`src/hdl/cpq_pkg.sv`:
```
`timescale 1ns / 1ps
`default_nettype none

package cpq_pkg;

  localparam int DEVICES             = 4;
  localparam int QUEUE_DEPTH         = 32;
  localparam int BATCH_MAX           = 30;
  localparam int CHANNELS_PER_DEVICE = 4;

  localparam int DEV_W     = $clog2(DEVICES);
  localparam int SLOT_W    = $clog2(QUEUE_DEPTH);
  localparam int CNT_W     = $clog2(QUEUE_DEPTH + 1);
  localparam int CHAN_W    = $clog2(CHANNELS_PER_DEVICE);
  localparam int BATCH_W   = $clog2(BATCH_MAX + 1);
  localparam int ADDR_W    = DEV_W + SLOT_W;
  localparam int MEM_DEPTH = DEVICES * QUEUE_DEPTH;

  localparam int DCNT_W    = 3;
  localparam int PADDR_W   = 3;

  localparam logic KIND_SET   = 1'b0;
  localparam logic KIND_DRAIN = 1'b1;

  typedef struct packed {
    logic [CHAN_W-1:0] chan;
    logic [7:0]        ptype;
    logic [31:0]       value;
  } entry_t;

  typedef struct packed {
    logic              wr_en;
    logic [ADDR_W-1:0] wr_addr;
    entry_t            wr_data;
    logic              rd_en;
    logic [ADDR_W-1:0] rd_addr;
  } mem_req_t;

endpackage

`default_nettype wire

```
`src/hdl/cpq_seq.sv`:
```
`timescale 1ns / 1ps
`default_nettype none

module cpq_seq (
  input  logic                           clk,
  input  logic                           rst,
  input  logic                           item_valid,
  output logic                           item_stall,
  input  logic                           kind,
  input  logic [3:0]                     channel,
  input  logic [7:0]                     param_type,
  input  logic signed [31:0]             param_value,
  input  logic [1:0]                     device,
  input  logic                           dsp_busy,
  input  logic [cpq_pkg::DCNT_W-1:0]     device_count,
  output logic                           result_valid,
  input  logic                           result_stall,
  output logic                           accepted,
  output logic                           merged,
  output logic                           entry_valid,
  output logic [1:0]                     out_channel,
  output logic [7:0]                     out_type,
  output logic signed [31:0]             out_value,
  output logic                           last,
  output cpq_pkg::mem_req_t              mem_req,
  input  cpq_pkg::entry_t                mem_rd_data
);
  import cpq_pkg::*;

  localparam logic [2:0] ST_IDLE    = 3'd0;
  localparam logic [2:0] ST_SEARCH  = 3'd1;
  localparam logic [2:0] ST_RESULT  = 3'd2;
  localparam logic [2:0] ST_DRN_CHK = 3'd3;
  localparam logic [2:0] ST_DRN_RD  = 3'd4;
  localparam logic [2:0] ST_DRN_OUT = 3'd5;

  logic [2:0]         state;
  logic [SLOT_W-1:0]  head  [DEVICES];
  logic [CNT_W-1:0]   count [DEVICES];
  logic [DEV_W-1:0]   cur_dev;
  logic [CHAN_W-1:0]  cur_chan;
  logic [7:0]         cur_type;
  logic [31:0]        cur_value;
  logic [CNT_W-1:0]   rd_idx;
  logic               cmp_vld;
  logic [SLOT_W-1:0]  cmp_slot;
  logic [BATCH_W-1:0] left;
  logic               pend_acc;
  logic               pend_mrg;

  logic [SLOT_W-1:0]  cur_head;
  logic [CNT_W-1:0]   cur_count;
  logic               key_hit;
  logic               more;
  logic               full;
  logic               out_free;
  logic               load_result;
  logic               accept;
  logic [DEV_W-1:0]   in_dev;
  logic               set_ok;

  assign cur_head    = head[cur_dev];
  assign cur_count   = count[cur_dev];
  assign item_stall  = (state != ST_IDLE);
  assign accept      = item_valid && !item_stall;
  assign out_free    = !result_valid || !result_stall;
  assign load_result = out_free && ((state == ST_RESULT) || (state == ST_DRN_OUT));
  assign in_dev      = channel[3:CHAN_W];
  assign set_ok      = {1'b0, in_dev} < device_count;
  assign more        = rd_idx < cur_count;
  assign full        = cur_count == CNT_W'(QUEUE_DEPTH);

  // Shared key comparator: checks the entry read in the previous cycle.
  assign key_hit = cmp_vld && (mem_rd_data.chan == cur_chan) &&
                   (mem_rd_data.ptype == cur_type);

  always_comb begin
    mem_req.rd_en   = ((state == ST_SEARCH) && !key_hit && more) || (state == ST_DRN_RD);
    mem_req.rd_addr = {cur_dev, (state == ST_DRN_RD) ? cur_head
                                                     : cur_head + rd_idx[SLOT_W-1:0]};
    mem_req.wr_en   = (state == ST_SEARCH) && (key_hit || (!cmp_vld && !more && !full));
    mem_req.wr_addr = {cur_dev, key_hit ? cmp_slot : cur_head + cur_count[SLOT_W-1:0]};
    mem_req.wr_data = '{chan: cur_chan, ptype: cur_type, value: cur_value};
  end

  always_ff @(posedge clk) begin
    if (rst) begin
      state        <= ST_IDLE;
      cmp_vld      <= 1'b0;
      result_valid <= 1'b0;
      for (int d = 0; d < DEVICES; d++) begin
        head[d]  <= '0;
        count[d] <= '0;
      end
    end else begin
      if (load_result) begin
        result_valid <= 1'b1;
      end else if (!result_stall) begin
        result_valid <= 1'b0;
      end
      case (state)
        ST_IDLE: begin
          if (accept) begin
            pend_acc <= 1'b0;
            pend_mrg <= 1'b0;
            cmp_vld  <= 1'b0;
            rd_idx   <= '0;
            if (kind == KIND_SET) begin
              cur_dev   <= in_dev;
              cur_chan  <= channel[CHAN_W-1:0];
              cur_type  <= param_type;
              cur_value <= param_value;
              state     <= set_ok ? ST_SEARCH : ST_RESULT;
            end else begin
              cur_dev <= device;
              state   <= dsp_busy ? ST_RESULT : ST_DRN_CHK;
            end
          end
        end
        ST_SEARCH: begin
          // Reads are issued back to back; each compare sees the previous read.
          if (key_hit) begin
            pend_acc <= 1'b1;
            pend_mrg <= 1'b1;
            state    <= ST_RESULT;
          end else if (more) begin
            rd_idx   <= rd_idx + 1'b1;
            cmp_vld  <= 1'b1;
            cmp_slot <= cur_head + rd_idx[SLOT_W-1:0];
          end else if (cmp_vld) begin
            cmp_vld <= 1'b0;
          end else begin
            if (!full) begin
              count[cur_dev] <= cur_count + 1'b1;
              pend_acc       <= 1'b1;
            end
            state <= ST_RESULT;
          end
        end
        ST_RESULT: begin
          if (out_free) begin
            accepted     <= pend_acc;
            merged       <= pend_mrg;
            entry_valid  <= 1'b0;
            out_channel  <= '0;
            out_type     <= '0;
            out_value    <= '0;
            last         <= 1'b1;
            state        <= ST_IDLE;
          end
        end
        ST_DRN_CHK: begin
          if (cur_count == '0) begin
            state <= ST_RESULT;
          end else begin
            left  <= (cur_count > CNT_W'(BATCH_MAX)) ? BATCH_W'(BATCH_MAX)
                                                     : BATCH_W'(cur_count);
            state <= ST_DRN_RD;
          end
        end
        ST_DRN_RD: begin
          state <= ST_DRN_OUT;
        end
        ST_DRN_OUT: begin
          if (out_free) begin
            accepted       <= 1'b0;
            merged         <= 1'b0;
            entry_valid    <= 1'b1;
            out_channel    <= 2'(mem_rd_data.chan);
            out_type       <= mem_rd_data.ptype;
            out_value      <= $signed(mem_rd_data.value);
            last           <= (left == BATCH_W'(1));
            head[cur_dev]  <= cur_head + 1'b1;
            count[cur_dev] <= cur_count - 1'b1;
            left           <= left - 1'b1;
            state          <= (left == BATCH_W'(1)) ? ST_IDLE : ST_DRN_RD;
          end
        end
        default: begin
          state <= ST_IDLE;
        end
      endcase
    end
  end

`ifndef SYNTH
  a_accept_leaves_idle: assert property (@(posedge clk) disable iff (rst)
    accept |=> (state != ST_IDLE))
    else $error("accepted item did not start a sequence");

  a_write_in_search: assert property (@(posedge clk) disable iff (rst)
    mem_req.wr_en |-> (state == ST_SEARCH))
    else $error("queue write outside the key search");

  a_cmp_follows_read: assert property (@(posedge clk) disable iff (rst)
    (state == ST_SEARCH && cmp_vld) |-> $past(mem_req.rd_en))
    else $error("compare without a preceding read");

  a_drain_bounded: assert property (@(posedge clk) disable iff (rst)
    (state == ST_DRN_RD) |-> (left != '0 && CNT_W'(left) <= cur_count))
    else $error("drain runs beyond the queued entries");

  a_drain_emits: assert property (@(posedge clk) disable iff (rst)
    (state == ST_DRN_OUT && out_free) |=> (result_valid && entry_valid))
    else $error("drained entry not presented");
`endif

endmodule

`default_nettype wire

```
`config.mk`:
```
export PLATFORM = sky130hd
export DESIGN_NAME = cpq_seq
export DESIGN_NICKNAME = d
export VERILOG_FILES = /design/src/hdl/cpq_pkg.sv /design/src/hdl/cpq_seq.sv
export SDC_FILE = /design/constraint.sdc
export NUM_CORES = 1
export LEC_CHECK = 0
export BUFFER_PORTS_ARGS = -buffer_cell sky130_fd_sc_hd__clkbuf_2
export CAP_MARGIN = 20
export CORE_ASPECT_RATIO = 0.9
export CORE_UTILIZATION = 45
export DETAILED_ROUTE_END_ITERATION = 6
export PLACE_DENSITY = 0.84
export REMOVE_ABC_BUFFERS = 1
export SLEW_MARGIN = 10
export SYNTH_ARGS = -nofsm -noshare
export SYNTH_HDL_FRONTEND = slang
export SYNTH_SLANG_ARGS = --single-unit
```
`constraint.sdc`:
```
create_clock -name clk -period 4.55 [get_ports clk]
set_clock_uncertainty 0.15 [all_clocks]
set_input_delay 0.91 -clock clk [delete_from_list [all_inputs] [get_ports clk]]
set_output_delay 0.91 -clock clk [all_outputs]
set_load 0.02 [all_outputs]
```
==> results_dict.tcl, run 1 <==
set metrics [dict create \
    period_share 0.945 \
    wl_microns 17200 \
    die_h_microns 123 \
    worstSetupEndpointType "output port" \
    clock_tree.buffer_depth 2 \
    diodes 0 \
    tightest_slew_ps 735 \
    cts_made_buffers 17 \
    synth_top_area_frac 0.620 \
    wl_per_cell_microns 18.2 \
    design.core.area_sq_mm 0.0157 \
    async_reset_ff_frac 0 \
    grt_use_total 0.213 \
    clk-insertion-delay-late_ps 420 \
    antenna_found_initial 0 \
    grt_max_degree 48 \
    path_cells "mux4_2 -> ha_1 -> inv_1 -> fa_1 -> nor2b_1 -> o21ai_0 -> nor3b_1 -> nor3_1 -> xor2_1 -> clkbuf_2" \
    irDropWorstVdd_uv 361 \
    synth_adder_area_share 0.0455 \
    drive_gt1_frac 0.378 \
    power.total_uw 3650 \
    worst_path_max_delay_cell "dfxtp_1" \
    slew_viol_final 0 \
    synthTopCellsByArea "edfxtp_1, and2_1, ha_1" \
    ys_seq_area_frac 0.639 \
    die_w_microns 137 \
    final-setup-viol-count 0 \
    place_area_sq_mm 0.00857 \
    cap_violations 0 \
    cts_hold_buf 0 \
    fin_crit_ps 4300 \
    hold_class "reg -> reg" \
    io_pins 203 \
    final_util 0.580 \
    grt_pass1_vias 4943 \
    worst-path-buf-inv 2 \
    powerDensity_mw_per_mm2 401 \
    final_area_sq_mm 0.00911 \
    cpPeakStageDelay_ps 730 \
    leakagePower_uw 0.00367 \
    place.gp.congestion 0.914 \
    synth_top_family_by_area "simple AND/OR/NAND/NOR gates" \
    synth_seq_cells 159 \
    post_synth_and_or_nand_nor_area_fraction 0.130 \
    critPathKind "reg -> out" \
    vias 5059 \
    ant_nets 0 \
    rsz0062_at_grt "false" \
    synth_edf_count 152 \
    grt.overflow.total 0 \
    syn_area_sq_mm 0.00736 \
    cts_tree "built" \
    synth_cell_types 59 \
    cp-start-kind "flop" \
    first_pass_iters 6 \
    grt_first_pass_wirelength_microns 26300 \
    muxShareOfSynthArea 0.0486 \
    drc 0 \
    initial_core_util 0.469 \
    clock_sinks 159 \
    finalWorstSetupSlack_ps 250 \
    final_hold_viol_count 0 \
    cpLargestDelayFamily "flip-flops" \
    syn_avg_cell_area_sq_um 13.9 \
    rows 43 \
    port_buffers 202 \
    synth_ff_type "edfxtp_1" \
    synthXorXnorAreaFrac 0.0399 \
    num-nets-final 856 \
    status "finished clean" \
    pre_cts_ws_ps 588 \
    path_max_fanout 13 \
    cts.htree.levels 4 \
    drtIter0Drc 416 \
    relSlewSlack 0.507 \
    die-area_sq_mm 0.0169 \
    clkTransAtPathRegs_ps 70 \
    arrival_ps 3240 \
    root_buffer "clkbuf_16" \
    synth_top_area_cell "edfxtp_1" \
    syn_inst 530 \
    area_growth_pct 23.7 \
    dp_hpwl_microns 12600 \
    synth_warnings 0 \
    max_freq_ghz 0.233 \
    synth_compound_area_frac 0.0656 \
    viasPerCell 5.33 \
    cp.required_ps 3490 \
]
layer usage:
metal | GRT usage | vias up | wire length (microns)
met5 | 0 | - | 0
met4 | 0.0941 | 0 | 407
met3 | 0.0595 | 33 | 1450
met2 | 0.343 | 259 | 8320
met1 | 0.268 | 2402 | 7060
li1 | - | 2365 | -
per-stage QoR:
stage / cells / setup TNS [ps] / hold WS, ps
CTS: 949 / 0 / 363
global placement: 917 / 0 / 357
global route: 949 / 0 / 385
floorplan: 503 / -36590 / 347
detailed placement: 917 / 0 / 352
finish: 949 / 0 / 363
timing repair:
| action | 4_1_cts | 5_1_grt |
|---|---|---|
| setup buffers | 0 | 0 |
| gates resized for setup | 0 | 1 |
| setup endpoints to repair | 0 | 4 |
final timing paths:
check	startpoint	to	slack, ps	depth (start not counted)
min reg2reg	pend_mrg	merged	360	1
min	pend_mrg	merged	360	1
max reg2reg	flop	count[0][4]	800	9
max	flop	mem_req[4]	250	10
registers in the layout, summed over array words and instances, names as in the netlist, named ones only:
register      flops
last              1
cur_type          8
cmp_slot          5
cur_value        32
count            24
head             20
state             3
out_type          8
cur_chan          2
out_value        32
out_channel       2
merged            1
pend_mrg          1
entry_valid       1
pend_acc          1
rd_idx            6
accepted          1
cur_dev           2
result_valid      1
cmp_vld           1
left              5
power by group:
part	internal [uW]	total (uW)	switching, uW	leakage, uW
Combinational	233	609	377	0.00190
Sequential	1680	1730	48.5	0.00151
Clock	708	1310	604	0.000262
cell usage after synthesis (11+ instances only):
library cell,count
nand3_1,11
ha_1,22
nand2_1,16
a21oi_1,24
inv_1,24
xor2_1,11
o21ai_0,15
xnor2_1,20
and2_1,44
nor3_1,19
mux4_2,11
nor2_1,42
clkbuf_1,19
edfxtp_1,152
area by class of cell:
type	instances	area (sq um)
Clock buffer	19	433
Clock inverter	13	106
Inverter	24	90.1
Tap cell	202	253
Multi-Input combinational cell	320	2430
Timing Repair Buffer	212	1090
Fill cell	1273	6600
Sequential cell	159	4710
cell families (layout without fill, tap and decap cells):
kind of cell	count (synthesis)	in the layout
compound gates	69	69
xor+xnor	32	32
fa+ha+maj	25	25
buf+inv	51	268
flops	159	159
mux	21	21
simple gates	173	173
placed cells by master (no fill, tap or decap), types with 3 or more instances in the layout:
cell       Yosys  layout
buf_4          2      10
dfxtp_1        7       6
or3_1          3       3
nor3b_1        4       4
nand2b_1       5       5
o21ai_0       15      15
and3_1         4       4
clkbuf_2       0     202
inv_1         24      24
or2_2          4       4
ha_1          22      22
nor3_2         3       5
inv_6          0       3
a21o_1         4       4
fa_1           3       3
clkinv_4       0       6
mux4_2        11      11
nand3_1       11      11
nand2_1       16      16
nor2_1        42      42
o21bai_1       3       3
xor2_1        11      11
a211oi_2       5       5
nor3_1        19      17
mux2_2         8       8
and2_1        44      44
a21oi_1       24      24
xnor2_1       20      20
nand4_1        6       6
edfxtp_1     152     152
clkbuf_16      0      17
a31oi_1        3       3
(Power assumes the default switching activity.)
==> run 2: changes to the inputs <==
Settings changed: CORE_UTILIZATION 45 to 35, PLACE_DENSITY 0.84 to 0.68.
Clock period 4.55 ns to 4.8 ns, I/O delays scaled along.
==> run 2 against run 1 <==
  * Sequential share of layout area down 0.85 points
  * Sequential cell count unchanged
  * Cell area increased by 1.6%
  * Via count decreased by 1.9%
  * Cell count grew 8.0%
  * Critical path depth unchanged
  * Total power shrank 0.90%
  * Worst setup slack better by 48 ps
  * Global-route usage is 4.2 points lower
  * First-iteration DRC count is 2.6% higher
  * Hold slack better by 8.6 ps
  * Critical endpoint is now mem_req[57]
  * Highest routed layer unchanged
==> results_dict.tcl, run 2 (synthesis gave the netlist of run 1 again) <==
set metrics [dict create \
    root_buffer "clkbuf_16" \
    dp_hpwl_microns 13300 \
    stdcell_count 1025 \
    final_hold_viol_count 0 \
    cp-start-kind "flop" \
    die-area_sq_mm 0.0216 \
    drive_gt1_frac 0.376 \
    final-seq-area_sq_mm 0.00470 \
    ant_nets 0 \
    clk-insertion-delay-late_ps 420 \
    grt_pass1_vias 4942 \
    area_growth_pct 25.8 \
    vias 4962 \
    place.gp.congestion 0.867 \
    port_buffers 202 \
    placedCellCount 993 \
    post_cts_buffers 0 \
    grt.overflow.total 0 \
    clock_sinks 159 \
    num-nets-final 854 \
    arrival_ps 3390 \
    finalWorstSetupSlack_ps 297 \
    ctsResizeCount 0 \
    rsz0062_at_grt "false" \
    drc 0 \
    grt_use_total 0.171 \
    diodes 0 \
    viasPerCell 4.84 \
    design.core.area_sq_mm 0.0203 \
    relSlewSlack 0.514 \
    drtIter0Drc 427 \
    cts_tree "built" \
    clkTransAtPathRegs_ps 60 \
    cp.required_ps 3690 \
    clock_tree.buffer_depth 2 \
    path_max_fanout 10 \
    reg_top3 "cur_value x32, out_value x32, count x24" \
    die_w_microns 155 \
    pre_cts_ws_ps 692 \
    critPathKind "reg -> out" \
    antenna_found_initial 0 \
    final_cell_mix "clkbuf_2, edfxtp_1, and2_1, nor2_1" \
    cap_violations 0 \
    hold_class "reg -> reg" \
    status "finished clean" \
    die_h_microns 140 \
    leakagePower_uw 0.00369 \
    grt_max_degree 49 \
    fillCellCount 1833 \
    wl_per_cell_microns 17.6 \
    tightest_slew_ps 723 \
    cts_hold_buf 0 \
    cts_made_buffers 17 \
    irDropWorstVdd_uv 209 \
    powerDensity_mw_per_mm2 391 \
    final_common_cell "clkbuf_2" \
    max_freq_ghz 0.222 \
    multi_input_area_sq_mm 0.00243 \
    rows 49 \
    worstSetupEndpointType "output port" \
    final_util 0.456 \
    final-setup-viol-count 0 \
    slew_viol_final 0 \
    first_pass_iters 5 \
    fin_crit_ps 4500 \
    grt_first_pass_wirelength_microns 27600 \
    io_pins 203 \
    cts.htree.levels 4 \
    period_share 0.938 \
    initial_core_util 0.363 \
    wl_microns 18000 \
]
==> run 2: cell count changes in the layout (fill, tap and decap cells not counted), sizes merged <==
| cell | previous run | this run |
|---|---|---|
| clkinv | 8 | 4 |
| inv | 28 | 29 |
| buf | 10 | 8 |
| clkinvlp | 1 | 2 |
| bufinv | 0 | 3 |
| clkbuf | 221 | 220 |
==> run 2: final cells by class <==
class | instances | share of cell area
well taps | 280 | 0.0378
clock inverters | 14 | 0.0193
repair buffers | 210 | 0.116
clock buffers | 18 | 0.0464
flip-flops and latches | 159 | 0.508
inverters | 24 | 0.00973
multi-input cells | 320 | 0.263
==> run 2: metal layers <==
metal / up-vias / wire (microns) / track usage / share of wire
met2: 184 / 8850 / 0.282 / 0.49
met4: 0 / 422 / 0.0662 / 0.023
met5: - / 0 / 0 / 0
met3: 27 / 937 / 0.0417 / 0.052
li1: 2359 / - / - / -
met1: 2392 / 7800 / 0.215 / 0.43
==> run 2: where the power goes <==
part | switching (uW) | internal, uW | total, uW
Combinational | 360 | 221 | 581
Clock | 572 | 828 | 1400
Sequential | 43.3 | 1600 | 1640
==> run 2: per-stage QoR <==
stage	TNS (ps)	hold WS [ps]	cell area [sq um]	total power (uW)
after floorplan	-24360	347	7220	2040
after global placement	0	353	8650	2240
after detailed placement	0	365	8650	2250
after CTS	0	374	9260	3660
after global routing	0	391	9260	3760
final	0	372	9260	3620
==> run 2: worst paths after layout <==
path	from	end	slack, ps	depth (start not counted)
worst max register to register	flop	count[0][2]	770	9
worst min register to register	pend_mrg	merged	370	1
worst max-delay path	flop	mem_req[57]	300	10
worst min-delay path	pend_mrg	merged	370	1
==> run 2: worst max-delay path, cell delays in order, from the launching register on <==
cell	delay, ps
dfxtp_1	670
buf_4	260
mux4_2	640
inv_1	100
ha_1	140
nand3_1	110
a211o_1	350
a21oi_4	280
a21oi_1	110
nor2_1	120
clkbuf_2	190
==> run 3: changes to the inputs <==
Clock period 4.8 ns to 4.25 ns, I/O delays scaled along.
==> run 3 against run 2 <==
  * Critical path type unchanged
  * Routed wire length shrank 1.1%
  * Utilization is essentially flat
  * Register-to-register slack lost 110 ps
  * Largest cell class unchanged
  * Largest power group unchanged
==> results_dict.tcl, run 3 (synthesis gave the netlist of run 1 again) <==
set metrics [dict create \
    status "finished clean" \
    cp-start-kind "flop" \
    relSlewSlack 0.492 \
    rsz0062_at_grt "false" \
    reg_top3 "cur_value x32, out_value x32, count x24" \
    port_buffers 202 \
    grt_first_pass_wirelength_microns 27300 \
    leakagePower_uw 0.00370 \
    cts.htree.levels 4 \
    vias 5108 \
    final_common_cell "clkbuf_2" \
    rows 49 \
    drive_gt1_frac 0.385 \
    power.total_uw 3940 \
    path_max_fanout 10 \
    num-nets-final 860 \
    die-area_sq_mm 0.0216 \
    grt_max_degree 48 \
    irDropWorstVdd_uv 253 \
    root_buffer "clkbuf_16" \
    crit_end "mem_req[54]" \
    io_pins 203 \
    cts_made_buffers 17 \
    viasPerCell 4.94 \
    place.gp.congestion 0.862 \
    die_h_microns 140 \
    final_hold_viol_count 0 \
    worst_path_max_delay_cell "mux4_2" \
    wl_per_cell_microns 17.2 \
    worst_path_most_repeated_cell "inv_1" \
    stdcell_count 1033 \
    clk-insertion-delay-late_ps 420 \
    path_cells "mux4_2 -> ha_1 -> inv_1 -> fa_1 -> inv_1 -> a21o_1 -> a21oi_1 -> xnor3_1 -> mux2_2 -> clkbuf_2" \
    dp_hpwl_microns 13200 \
    final_util 0.456 \
    tightest_slew_ps 757 \
    clkTransAtPathRegs_ps 70 \
    reg2reg_to "count[2][2]" \
    arrival_ps 3050 \
    wl_microns 17800 \
    design.core.area_sq_mm 0.0203 \
    max_freq_ghz 0.247 \
    grt_pass1_vias 4936 \
    period_share 0.952 \
    worstSetupEndpointType "output port" \
    ant_nets 0 \
    cp.required_ps 3250 \
    fillCellCount 1829 \
    critPathKind "reg -> out" \
    initial_core_util 0.363 \
    powerDensity_mw_per_mm2 425 \
    die_w_microns 155 \
    drc 0 \
    slew_viol_final 0 \
    clock_tree.buffer_depth 2 \
    setup_tns_ps 0 \
    drtIter0Drc 628 \
    placedCellCount 997 \
    area_growth_pct 25.8 \
    r2r_setup_slack_ps 660 \
    first_pass_iters 5 \
    whs_ps 380 \
    ff2ff_path_depth 9 \
    grt.overflow.total 0 \
    final-setup-viol-count 0 \
    antenna_found_initial 2 \
    clock_sinks 159 \
    final_cell_mix "clkbuf_2, edfxtp_1, and2_1, nor2_1" \
    fin_crit_ps 4050 \
    cap_violations 0 \
    cts_tree "built" \
    grt_use_total 0.168 \
    cpPeakStageDelay_ps 640 \
    hold_class "reg -> reg" \
]
run 3: layout make-up:
| type | count | area [sq um] | share of cell area |
|---|---|---|---|
| multi-input combinational | 320 | 2430 | 0.263 |
| clock buffer | 17 | 425 | 0.0459 |
| antenna | 2 | 5.00 | 0.000540 |
| sequential | 159 | 4710 | 0.509 |
| inverter | 24 | 90.1 | 0.00973 |
| timing repair buffer | 216 | 1120 | 0.121 |
| clock inverter | 15 | 130 | 0.0141 |
| tap | 280 | 350 | 0.0378 |
run 3: worst min path at each step:
stage | cells after the start | startpoint | endpoint | slack (ps)
finish | 1 | pend_mrg | merged | 380
detailed placement | 1 | pend_mrg | merged | 370
global placement | 1 | pend_mrg | merged | 360
CTS | 1 | pend_mrg | merged | 390
global route | 1 | pend_acc | accepted | 410
floorplan | 1 | pend_acc | accepted | 350
run 3: worst max-delay path: cells and delay by family, from the launching register on:
| family | cells | cell delay, ps |
|---|---|---|
| muxes | 2 | 900 |
| adders and majority gates | 2 | 470 |
| DFF | 1 | 440 |
| AOI/OAI and AO/OA | 2 | 310 |
| buffers and inverters | 3 | 280 |
| xor gates and xnor gates | 1 | 220 |
run 3: per-stage QoR:
stage,area (sq um),worst slack (ps)
2_1_floorplan,7220,-1080
3_3_place_gp,8680,400
3_5_place_dp,8680,351
4_1_cts,9240,63.7
5_1_grt,9260,17.1
6_report,9260,203
run 3: repair_timing:
action	in CTS	in global routing
endpoints found under the setup margin	4	3
hold buffers	0	0
setup buffers	0	2
gates resized for setup	1	2
run 3: layer usage:
metal  vias to the layer above  share of wire  GRT usage
met5                         -              0          0
met4                         0          0.022     0.0584
met3                        35          0.067     0.0464
met2                       224           0.47      0.270
met1                      2469           0.44      0.218
li1                       2380              -          -
run 3: report_power, final:
part	internal (uW)	switching, uW	total, uW
Combinational	256	408	664
Clock	766	663	1430
Sequential	1800	45.3	1850
